$ cat config.mk
export PLATFORM = sky130hd
export DESIGN_NAME = asf_packet_header_parser
export DESIGN_NICKNAME = d
export VERILOG_FILES = /design/src/rtl/asfph_pkg.sv /design/src/rtl/asf_packet_header_parser.sv /design/src/rtl/asfph_in_stage.sv /design/src/rtl/asfph_parser.sv /design/src/rtl/asfph_out_stage.sv
export SDC_FILE = /design/constraint.sdc
export NUM_CORES = 1
export LEC_CHECK = 0
export BUFFER_PORTS_ARGS = -buffer_cell sky130_fd_sc_hd__clkbuf_2
export CORE_ASPECT_RATIO = 2
export CORE_MARGIN = 3
export CORE_UTILIZATION = 36
export DETAILED_ROUTE_END_ITERATION = 7
export GPL_TIMING_DRIVEN = 0
export SETUP_SLACK_MARGIN = 0.4
export SYNTH_ARGS = -nofsm -noshare
export SYNTH_HDL_FRONTEND = slang
export SYNTH_HIERARCHICAL = 1
export SYNTH_SLANG_ARGS = --single-unit
$ cat constraint.sdc
create_clock -name clk_i -period 4.4 [get_ports clk_i]
set_clock_uncertainty 0.15 [all_clocks]
set_input_delay 0.44 -clock clk_i [delete_from_list [all_inputs] [get_ports clk_i]]
set_output_delay 0.44 -clock clk_i [all_outputs]
set_load 0.02 [all_outputs]
$ cat src/rtl/asfph_pkg.sv
// types, constants and helper functions of the asf header parser
package asfph_pkg;

  // parse phases
  typedef enum logic [4:0] {
    PH_IDLE    = 5'd0,
    PH_EC      = 5'd1,
    PH_FLAGS   = 5'd2,
    PH_PROP    = 5'd3,
    PH_PLEN    = 5'd4,
    PH_SEQ     = 5'd5,
    PH_PAD     = 5'd6,
    PH_STIME   = 5'd7,
    PH_DUR     = 5'd8,
    PH_PCOUNT  = 5'd9,
    PH_PFLAGS  = 5'd10,
    PH_MOBJ    = 5'd11,
    PH_MOFF    = 5'd12,
    PH_REPLEN  = 5'd13,
    PH_REPSKIP = 5'd14,
    PH_PAYLEN  = 5'd15,
    PH_PAYSKIP = 5'd16,
    PH_DONE    = 5'd17
  } phase_e;

  localparam logic [7:0] LeadByte    = 8'h82;
  localparam logic [3:0] EcNibble    = 4'h2;
  localparam logic [5:0] CountMask   = 6'h3f;
  localparam logic [5:0] SinglePay   = 6'd1;

  // request held in the input register
  typedef struct packed {
    logic       valid;
    logic [7:0] data_byte;
    logic       start_of_packet;
  } in_req_t;

  // finished result of one packet
  typedef struct packed {
    logic [31:0] send_time;
    logic [15:0] duration;
    logic        key_frame;
    logic        header_bad;
  } result_t;

  // parser to result register
  typedef struct packed {
    logic    done;
    result_t res;
  } res_req_t;

  // size code: 0, 1, 2 or 4 bytes
  function automatic logic [2:0] code_bytes(logic [1:0] code);
    code_bytes = (code == 2'd3) ? 3'd4 : {1'b0, code};
  endfunction

  // bytes in the field of a phase
  function automatic logic [2:0] bytes_needed(phase_e ph, logic [7:0] pfb);
    logic [2:0] n;
    unique case (ph)
      PH_EC:     n = 3'd2;
      PH_PLEN:   n = code_bytes(pfb[6:5]);
      PH_SEQ:    n = code_bytes(pfb[2:1]);
      PH_PAD:    n = code_bytes(pfb[4:3]);
      PH_STIME:  n = 3'd4;
      PH_MOFF:   n = 3'd4;
      PH_DUR:    n = 3'd2;
      PH_PAYLEN: n = 3'd2;
      default:   n = 3'd1;
    endcase
    bytes_needed = n;
  endfunction

  // phase to enter, passing over zero-size length, sequence and padding fields
  function automatic phase_e enter_phase(phase_e ph, logic [7:0] pfb);
    phase_e p;
    p = ph;
    if (p == PH_PLEN && pfb[6:5] == 2'b00) p = PH_SEQ;
    if (p == PH_SEQ && pfb[2:1] == 2'b00) p = PH_PAD;
    if (p == PH_PAD && pfb[4:3] == 2'b00) p = PH_STIME;
    enter_phase = p;
  endfunction

endpackage

$ cat src/rtl/asf_packet_header_parser.sv
// top level of the asf data packet header parser
// Takes one packet byte per cycle unless stalled and emits at most one request per packet,
// on the byte that ends the parse: keyframe found, payload count exhausted, or empty payload
// list. Each byte goes through an input register, one pass of parse logic, and a result
// register; a result enters the result register as its last byte leaves the input register.
// Stall on the output holds the result register; the input stalls only while that register
// is full and held. video_stream may be written at any time the block is idle.
module asf_packet_header_parser (
  input  logic        clk_i,
  input  logic        rst_ni,
  input  logic        cfg_wr_en_i,
  input  logic [6:0]  cfg_wr_data_i,
  input  logic        in_valid_i,
  output logic        in_stall_o,
  input  logic [7:0]  in_data_byte_i,
  input  logic        in_start_of_packet_i,
  output logic        out_valid_o,
  input  logic        out_stall_i,
  output logic [31:0] out_send_time_o,
  output logic [15:0] out_duration_o,
  output logic        out_key_frame_o,
  output logic        out_header_bad_o
);

  asfph_pkg::in_req_t  in_req;
  asfph_pkg::res_req_t res_req;
  logic                out_ready;

  // input register
  asfph_in_stage u_in (
    .clk_i                (clk_i),
    .rst_ni               (rst_ni),
    .in_valid_i           (in_valid_i),
    .in_stall_o           (in_stall_o),
    .in_data_byte_i       (in_data_byte_i),
    .in_start_of_packet_i (in_start_of_packet_i),
    .consume_i            (out_ready),
    .req_o                (in_req)
  );

  // parse state and logic
  asfph_parser u_parser (
    .clk_i         (clk_i),
    .rst_ni        (rst_ni),
    .cfg_wr_en_i   (cfg_wr_en_i),
    .cfg_wr_data_i (cfg_wr_data_i),
    .req_i         (in_req),
    .advance_i     (out_ready),
    .res_o         (res_req)
  );

  // result register
  asfph_out_stage u_out (
    .clk_i            (clk_i),
    .rst_ni           (rst_ni),
    .res_i            (res_req),
    .ready_o          (out_ready),
    .out_valid_o      (out_valid_o),
    .out_stall_i      (out_stall_i),
    .out_send_time_o  (out_send_time_o),
    .out_duration_o   (out_duration_o),
    .out_key_frame_o  (out_key_frame_o),
    .out_header_bad_o (out_header_bad_o)
  );

endmodule

$ cat src/rtl/asfph_in_stage.sv
// input register for incoming byte requests
module asfph_in_stage (
  input  logic                clk_i,
  input  logic                rst_ni,
  input  logic                in_valid_i,
  output logic                in_stall_o,
  input  logic [7:0]          in_data_byte_i,
  input  logic                in_start_of_packet_i,
  input  logic                consume_i,
  output asfph_pkg::in_req_t  req_o
);

  logic       valid_q;
  logic [7:0] byte_q;
  logic       sop_q;

  // hold while the held request cannot move on
  assign in_stall_o = valid_q & ~consume_i;

  always_ff @(posedge clk_i or negedge rst_ni) begin
    if (!rst_ni) begin
      valid_q <= 1'b0;
    end else if (!in_stall_o) begin
      valid_q <= in_valid_i;
    end
  end

  // payload, no reset
  always_ff @(posedge clk_i) begin
    if (!in_stall_o && in_valid_i) begin
      byte_q <= in_data_byte_i;
      sop_q  <= in_start_of_packet_i;
    end
  end

  assign req_o = '{valid: valid_q, data_byte: byte_q, start_of_packet: sop_q};

endmodule

$ cat src/rtl/asfph_parser.sv
// parse state and per-byte next-state logic
module asfph_parser (
  input  logic                clk_i,
  input  logic                rst_ni,
  input  logic                cfg_wr_en_i,
  input  logic [6:0]          cfg_wr_data_i,
  input  asfph_pkg::in_req_t  req_i,
  input  logic                advance_i,
  output asfph_pkg::res_req_t res_o
);

  asfph_pkg::phase_e phase_q, phase_d;
  logic [2:0]  cnt_q, cnt_d;
  logic [31:0] acc_q, acc_d;
  logic [15:0] skip_q, skip_d;
  logic [5:0]  pl_q, pl_d;
  logic [7:0]  pfb_q, pfb_d;
  logic [7:0]  cpf_q, cpf_d;
  logic [31:0] stime_q, stime_d;
  logic [15:0] dur_q, dur_d;
  logic        err_q, err_d;
  logic        key_q, key_d;
  logic [6:0]  vstream_q;

  logic        step;
  logic [7:0]  b;
  logic [31:0] acc_new;
  logic [2:0]  cnt_new;
  logic        field_complete;
  logic        key_hit;
  logic [5:0]  pl_dec;
  logic [15:0] skip_dec;

  assign step = req_i.valid & advance_i;
  assign b    = req_i.data_byte;

  // shared datapath terms
  assign acc_new        = acc_q | ({24'd0, b} << {cnt_q[1:0], 3'b000});
  assign cnt_new        = cnt_q + 3'd1;
  assign field_complete = cnt_new >= asfph_pkg::bytes_needed(phase_q, pfb_q);
  assign key_hit        = (cpf_q[6:0] == vstream_q) && cpf_q[7] && (acc_new == 32'd0);
  assign pl_dec         = (pl_q - 6'd1) & asfph_pkg::CountMask;
  assign skip_dec       = skip_q - 16'd1;

  // next state
  always_comb begin
    phase_d = phase_q;
    cnt_d   = cnt_q;
    acc_d   = acc_q;
    skip_d  = skip_q;
    pl_d    = pl_q;
    pfb_d   = pfb_q;
    cpf_d   = cpf_q;
    stime_d = stime_q;
    dur_d   = dur_q;
    err_d   = err_q;
    key_d   = key_q;
    if (step) begin
      if (req_i.start_of_packet) begin
        // new packet, abandon anything unfinished
        err_d   = (b != asfph_pkg::LeadByte);
        key_d   = 1'b0;
        pfb_d   = 8'd0;
        cpf_d   = 8'd0;
        pl_d    = 6'd0;
        skip_d  = 16'd0;
        stime_d = 32'd0;
        dur_d   = 16'd0;
        cnt_d   = 3'd0;
        acc_d   = 32'd0;
        phase_d = (b[3:0] == asfph_pkg::EcNibble) ? asfph_pkg::PH_EC : asfph_pkg::PH_FLAGS;
      end else begin
        unique case (phase_q)
          asfph_pkg::PH_IDLE, asfph_pkg::PH_DONE: begin
          end
          asfph_pkg::PH_REPSKIP: begin
            skip_d = skip_dec;
            if (skip_dec == 16'd0) begin
              phase_d = asfph_pkg::PH_PAYLEN;
              cnt_d   = 3'd0;
              acc_d   = 32'd0;
            end
          end
          asfph_pkg::PH_PAYSKIP: begin
            skip_d = skip_dec;
            if (skip_dec == 16'd0) begin
              pl_d = pl_dec;
              if (pl_dec != 6'd0) begin
                phase_d = asfph_pkg::PH_PFLAGS;
                cnt_d   = 3'd0;
                acc_d   = 32'd0;
              end else begin
                phase_d = asfph_pkg::PH_DONE;
              end
            end
          end
          asfph_pkg::PH_EC, asfph_pkg::PH_FLAGS, asfph_pkg::PH_PROP,
          asfph_pkg::PH_PLEN, asfph_pkg::PH_SEQ, asfph_pkg::PH_PAD,
          asfph_pkg::PH_STIME, asfph_pkg::PH_DUR, asfph_pkg::PH_PCOUNT,
          asfph_pkg::PH_PFLAGS, asfph_pkg::PH_MOBJ, asfph_pkg::PH_MOFF,
          asfph_pkg::PH_REPLEN, asfph_pkg::PH_PAYLEN: begin
            acc_d = acc_new;
            cnt_d = cnt_new;
            if (field_complete) begin
              // field finished, most arms open the next field
              cnt_d = 3'd0;
              acc_d = 32'd0;
              case (phase_q)
                asfph_pkg::PH_EC: begin
                  if (acc_new != 32'd0) err_d = 1'b1;
                  phase_d = asfph_pkg::PH_FLAGS;
                end
                asfph_pkg::PH_FLAGS: begin
                  pfb_d   = acc_new[7:0];
                  phase_d = asfph_pkg::PH_PROP;
                end
                asfph_pkg::PH_PROP:
                  phase_d = asfph_pkg::enter_phase(asfph_pkg::PH_PLEN, pfb_q);
                asfph_pkg::PH_PLEN:
                  phase_d = asfph_pkg::enter_phase(asfph_pkg::PH_SEQ, pfb_q);
                asfph_pkg::PH_SEQ:
                  phase_d = asfph_pkg::enter_phase(asfph_pkg::PH_PAD, pfb_q);
                asfph_pkg::PH_PAD:
                  phase_d = asfph_pkg::PH_STIME;
                asfph_pkg::PH_STIME: begin
                  stime_d = acc_new;
                  phase_d = asfph_pkg::PH_DUR;
                end
                asfph_pkg::PH_DUR: begin
                  dur_d   = acc_new[15:0];
                  phase_d = asfph_pkg::PH_PCOUNT;
                end
                asfph_pkg::PH_PCOUNT: begin
                  if (pfb_q[0]) begin
                    pl_d    = acc_new[5:0];
                    phase_d = asfph_pkg::PH_PFLAGS;
                  end else begin
                    pl_d    = asfph_pkg::SinglePay;
                    cpf_d   = acc_new[7:0];
                    phase_d = asfph_pkg::PH_MOBJ;
                  end
                end
                asfph_pkg::PH_PFLAGS: begin
                  cpf_d   = acc_new[7:0];
                  phase_d = (pl_q == 6'd0) ? asfph_pkg::PH_DONE : asfph_pkg::PH_MOBJ;
                end
                asfph_pkg::PH_MOBJ:
                  phase_d = asfph_pkg::PH_MOFF;
                asfph_pkg::PH_MOFF: begin
                  if (key_hit) begin
                    key_d   = 1'b1;
                    phase_d = asfph_pkg::PH_DONE;
                  end else begin
                    phase_d = asfph_pkg::PH_REPLEN;
                  end
                end
                asfph_pkg::PH_REPLEN: begin
                  if (acc_new == 32'd0) begin
                    phase_d = asfph_pkg::PH_PAYLEN;
                  end else begin
                    // skip phase keeps the finished field bytes
                    skip_d  = {8'd0, acc_new[7:0]};
                    cnt_d   = cnt_new;
                    acc_d   = acc_new;
                    phase_d = asfph_pkg::PH_REPSKIP;
                  end
                end
                asfph_pkg::PH_PAYLEN: begin
                  if (acc_new == 32'd0) begin
                    pl_d    = pl_dec;
                    phase_d = (pl_dec != 6'd0) ? asfph_pkg::PH_PFLAGS : asfph_pkg::PH_DONE;
                  end else begin
                    skip_d  = acc_new[15:0];
                    cnt_d   = cnt_new;
                    acc_d   = acc_new;
                    phase_d = asfph_pkg::PH_PAYSKIP;
                  end
                end
                default: begin
                end
              endcase
            end
          end
          default: phase_d = asfph_pkg::PH_IDLE;
        endcase
      end
    end
  end

  // result for the byte that ends a parse
  always_comb begin
    res_o.done = 1'b0;
    if (step && !req_i.start_of_packet) begin
      if (phase_q == asfph_pkg::PH_PAYSKIP) begin
        res_o.done = (skip_dec == 16'd0) && (pl_dec == 6'd0);
      end else if (field_complete) begin
        case (phase_q)
          asfph_pkg::PH_PFLAGS: res_o.done = (pl_q == 6'd0);
          asfph_pkg::PH_MOFF:   res_o.done = key_hit;
          asfph_pkg::PH_PAYLEN: res_o.done = (acc_new == 32'd0) && (pl_dec == 6'd0);
          default:              res_o.done = 1'b0;
        endcase
      end
    end
    res_o.res.send_time  = stime_q;
    res_o.res.duration   = dur_q;
    res_o.res.key_frame  = key_q | (phase_q == asfph_pkg::PH_MOFF && key_hit);
    res_o.res.header_bad = err_q;
  end

  // configuration register
  always_ff @(posedge clk_i or negedge rst_ni) begin
    if (!rst_ni) begin
      vstream_q <= 7'd0;
    end else if (cfg_wr_en_i) begin
      vstream_q <= cfg_wr_data_i;
    end
  end

  // parse state
  always_ff @(posedge clk_i or negedge rst_ni) begin
    if (!rst_ni) begin
      phase_q <= asfph_pkg::PH_IDLE;
      cnt_q   <= 3'd0;
      acc_q   <= 32'd0;
      skip_q  <= 16'd0;
      pl_q    <= 6'd0;
      pfb_q   <= 8'd0;
      cpf_q   <= 8'd0;
      stime_q <= 32'd0;
      dur_q   <= 16'd0;
      err_q   <= 1'b0;
      key_q   <= 1'b0;
    end else begin
      phase_q <= phase_d;
      cnt_q   <= cnt_d;
      acc_q   <= acc_d;
      skip_q  <= skip_d;
      pl_q    <= pl_d;
      pfb_q   <= pfb_d;
      cpf_q   <= cpf_d;
      stime_q <= stime_d;
      dur_q   <= dur_d;
      err_q   <= err_d;
      key_q   <= key_d;
    end
  end

endmodule

$ cat src/rtl/asfph_out_stage.sv
// result register toward the output channel
module asfph_out_stage (
  input  logic                clk_i,
  input  logic                rst_ni,
  input  asfph_pkg::res_req_t res_i,
  output logic                ready_o,
  output logic                out_valid_o,
  input  logic                out_stall_i,
  output logic [31:0]         out_send_time_o,
  output logic [15:0]         out_duration_o,
  output logic                out_key_frame_o,
  output logic                out_header_bad_o
);

  logic               valid_q, valid_d;
  asfph_pkg::result_t res_q;
  logic               push;

  // free when empty or the held request leaves this cycle
  assign ready_o = ~valid_q | ~out_stall_i;
  assign push    = res_i.done & ready_o;
  assign valid_d = push | (valid_q & out_stall_i);

  always_ff @(posedge clk_i or negedge rst_ni) begin
    if (!rst_ni) begin
      valid_q <= 1'b0;
    end else begin
      valid_q <= valid_d;
    end
  end

  // result payload, no reset
  always_ff @(posedge clk_i) begin
    if (push) begin
      res_q <= res_i.res;
    end
  end

  assign out_valid_o      = valid_q;
  assign out_send_time_o  = res_q.send_time;
  assign out_duration_o   = res_q.duration;
  assign out_key_frame_o  = res_q.key_frame;
  assign out_header_bad_o = res_q.header_bad;

endmodule

==> results.yml <==
timing:
  clock.fmax_mhz: 260
  fin_crit_sh: 0.874
  whs_ns: 0.0218
  min_period_ns: 3.84
  hold_violations: 0
  maxSlewViolCount: 0
  slew_headroom: 0.119
  rsz0062_at_grt: "true"
  setup_viol: 0
  tightest_slew_ns: 1.31
setup_path:
  crit_path_start: "u_parser/skip_q[0]"
  regToRegStartpoint: "u_parser/skip_q[0]"
  critPathLaunchType: "register"
  reg2reg_depth: 13
  worstReg2RegEnd: "u_out/out_duration_o[6]"
  rrSetupSlack_ns: 0.56
  worstPathArrival_ns: 3.84
  cp_max_fo: 27
  crit_type: "register to register"
  endpoint: "u_out/out_duration_o[6]"
  endpoint_kind: "register"
  required_ns: 4.39
yosys:
  netlist_instances: 861
  ys_seq_area_frac: 0.559
  synth.avg_cell_area_um2: 10.8
  ys_dominant_reg_cell: "dfrtp_1"
  synthArstFlopShare: 0.697
  synth_fp_nets: 890
  yosysWarnings: 6
  ys_seq_elements: 195
  syn_area_um2: 9260
  synth.distinct_cells: 72
  synth_edf_count: 59
global_route:
  grt_overflow: 0
  grt_pass1_vias: 7532
  grt_pass1_wl_mm: 41.8
  antenna_found_initial: 0
  track_usage: 0.195
  grt_max_degree: 86
route:
  wl_per_cell_um: 20.4
  routed-via-count: 7281
  postRouteAntennaNets: 0
  drcViolationCount: 0
  dr.pass1.iters: 5
  routed_wl_mm: 26.9
  drt_first_iter_violations: 422
  routed_via_density: 5.54
outcome:
  status: "complete, no violations"
placement:
  place_area_um2: 10100
  placed_cells: 1271
  numPortBuffers: 71
  dp_hpwl_mm: 19.8
  gp_congestion: 0.926
power:
  p_per_area_nw_per_um2: 537
  ir_drop_mv: 0.217
  p_leak_nw: 4.57
finish:
  final_common_cell: "dfrtp_1"
  diodes: 0
  register_area_um2: 5180
  multi_input_area_um2: 3880
  syn_to_final_growth_pct: 18.3
  stdcell_area_um2: 11000
  fillers: 2543
  final_cells: 1314
  final_cell_mix: "dfrtp_1 (134), nor2_1 (89), clkbuf_2 (76)"
  drive_above_1_share: 0.233
  nNetsFinal: 994
clock_network:
  cts_buffer_depth: 2
  htreeDepth: 4
  tritoncts: "built"
  cts_buffers: 17
  path_clk_slew_ns: 0.07
  clkLatencyLatePin_ns: 0.45
  numClockSinks: 195
  cts_root_buf: "clkbuf_16"
floorplanning:
  core_area_um2: 25200
  dieWidth_um: 119
  rows: 82
  start_util: 0.367
  dieArea_um2: 27800
  dieHeight_um: 233
  io_pins: 73
worst_hold_path:
  hp-class: "primary input to register"
flow_run:
  cap_violations: 0
## repair_timing
item,4_1_cts,5_1_grt
cloned,0,1
resized for setup,27,32
hold endpoints to repair,51,1
endpoints found under the setup margin,164,91
pin swaps,3,2
hold buffers,1,1
buffers inserted,4,4
## flip-flops by register name, indices dropped and copies added (netlist names)
register,cells
u_parser/stime_q,32
u_out/out_send_time_o,32
u_in/byte_q,8
u_parser/pl_q,6
u_out/out_key_frame_o,1
u_out/out_header_bad_o,1
u_parser/cnt_q,3
u_parser/key_q,1
u_in/valid_q,1
u_parser/phase_q,5
u_parser/vstream_q,7
u_parser/dur_q,16
u_in/sop_q,1
u_out/out_duration_o,16
u_parser/acc_q,32
u_out/out_valid_o,1
u_parser/err_q,1
u_parser/pfb_q,7
u_parser/skip_q,16
u_parser/cpf_q,8
## logic make-up after synthesis
kind of cell	Yosys count	synth area share
buffers and inverters	77	0.0354
multiplexers	59	0.0715
AND/OR/NAND/NOR	262	0.138
AO/OA/AOI/OAI	246	0.172
adder cells (fa/ha/maj)	8	0.0108
flip-flops	195	0.559
XOR/XNOR	14	0.0132
## stage by stage
step,total power [mW],setup WS (ns),utilization,TNS (ns)
floorplan,3.70,0.409,-,0
global placement,4.26,-0.940,0.399,-64.55
detailed placement,4.29,-0.681,0.402,-24.78
CTS,5.84,0.380,0.428,0
global route,6.21,0.394,0.434,0
finish,5.89,0.556,0.434,0
## worst min path at each step
stage                        startpoint                        to  slack [ns]  depth (start not counted)
floorplan                        rst_ni              u_in/valid_q      -0.006                          0
global placement    u_parser/stime_q[1]  u_out/out_send_time_o[1]        0.28                          0
detailed placement               rst_ni         u_parser/dur_q[8]        0.28                          1
CTS                   in_data_byte_i[6]            u_in/byte_q[6]       0.001                          1
global route          in_data_byte_i[0]            u_in/byte_q[0]       0.009                          1
finish                in_data_byte_i[5]            u_in/byte_q[5]        0.02                          1
## layout make-up
| class | instances | area share |
|---|---|---|
| Sequential cell | 195 | 0.472 |
| Clock inverter | 11 | 0.00891 |
| Clock buffer | 21 | 0.0421 |
| Buffer | 62 | 0.0290 |
| Inverter | 15 | 0.00514 |
| Tap cell | 336 | 0.0384 |
| Timing Repair Buffer | 85 | 0.0497 |
| Multi-Input combinational cell | 589 | 0.354 |
## worst max-delay path, stage by stage, from the launching register on
cell and delay [ns]:
dfrtp_1 0.49, inv_2 0.13, ha_4 0.18, or4b_4 0.50, or4b_1 0.51, and3_4 0.21
nor4_4 0.12, buf_4 0.18, nand2_1 0.07, a211oi_2 0.18, buf_4 0.17, a21boi_4 0.22
buf_12 0.18, buf_16 0.19
## cells in the mapped netlist, drive strengths merged, types with 3 or more instances
library cell	count	area share
o31ai	26	0.021
a21oi	65	0.035
o41ai	9	0.0085
o21ai	47	0.025
o21bai	3	0.0024
o21a	3	0.0024
inv	15	0.0061
nand4b	3	0.0028
xor2	3	0.0028
nor2	90	0.036
nand2	66	0.027
a22o	4	0.0038
a2bb2oi	3	0.0028
buf	15	0.010
a41oi	3	0.0028
nor4	20	0.015
nand3	10	0.0054
ha	8	0.011
nor4b	3	0.0028
a31oi	35	0.024
a211oi	5	0.0041
nand2b	8	0.0062
mux2	57	0.069
xnor2	11	0.010
o22ai	4	0.0027
and2	8	0.0057
and3	8	0.0059
nand4	7	0.0047
nor3	17	0.0092
clkbuf	47	0.019
a21o	7	0.0057
edfxtp	59	0.19
nor2b	7	0.0047
dfrtp	136	0.37
a22oi	3	0.0024
or3	4	0.0027
o22a	4	0.0038
## power by group
group / internal, mW / switching, mW / leakage (nW)
clock: 0.772 / 0.718 / 0.269
combinational: 0.777 / 1.26 / 1.94
sequential: 2.15 / 0.218 / 2.37
## metal layers
layer | part of all wire | vias up | global-route usage | routed length (um)
met2 | 0.56 | 210 | 0.377 | 15200
met1 | 0.34 | 3594 | 0.189 | 9260
li1 | - | 3398 | - | -
met3 | 0.033 | 79 | 0.0324 | 895
met4 | 0.058 | 0 | 0.116 | 1550
met5 | 0 | - | 0 | 0
No activity file was read; power rests on OpenSTA's default activity.
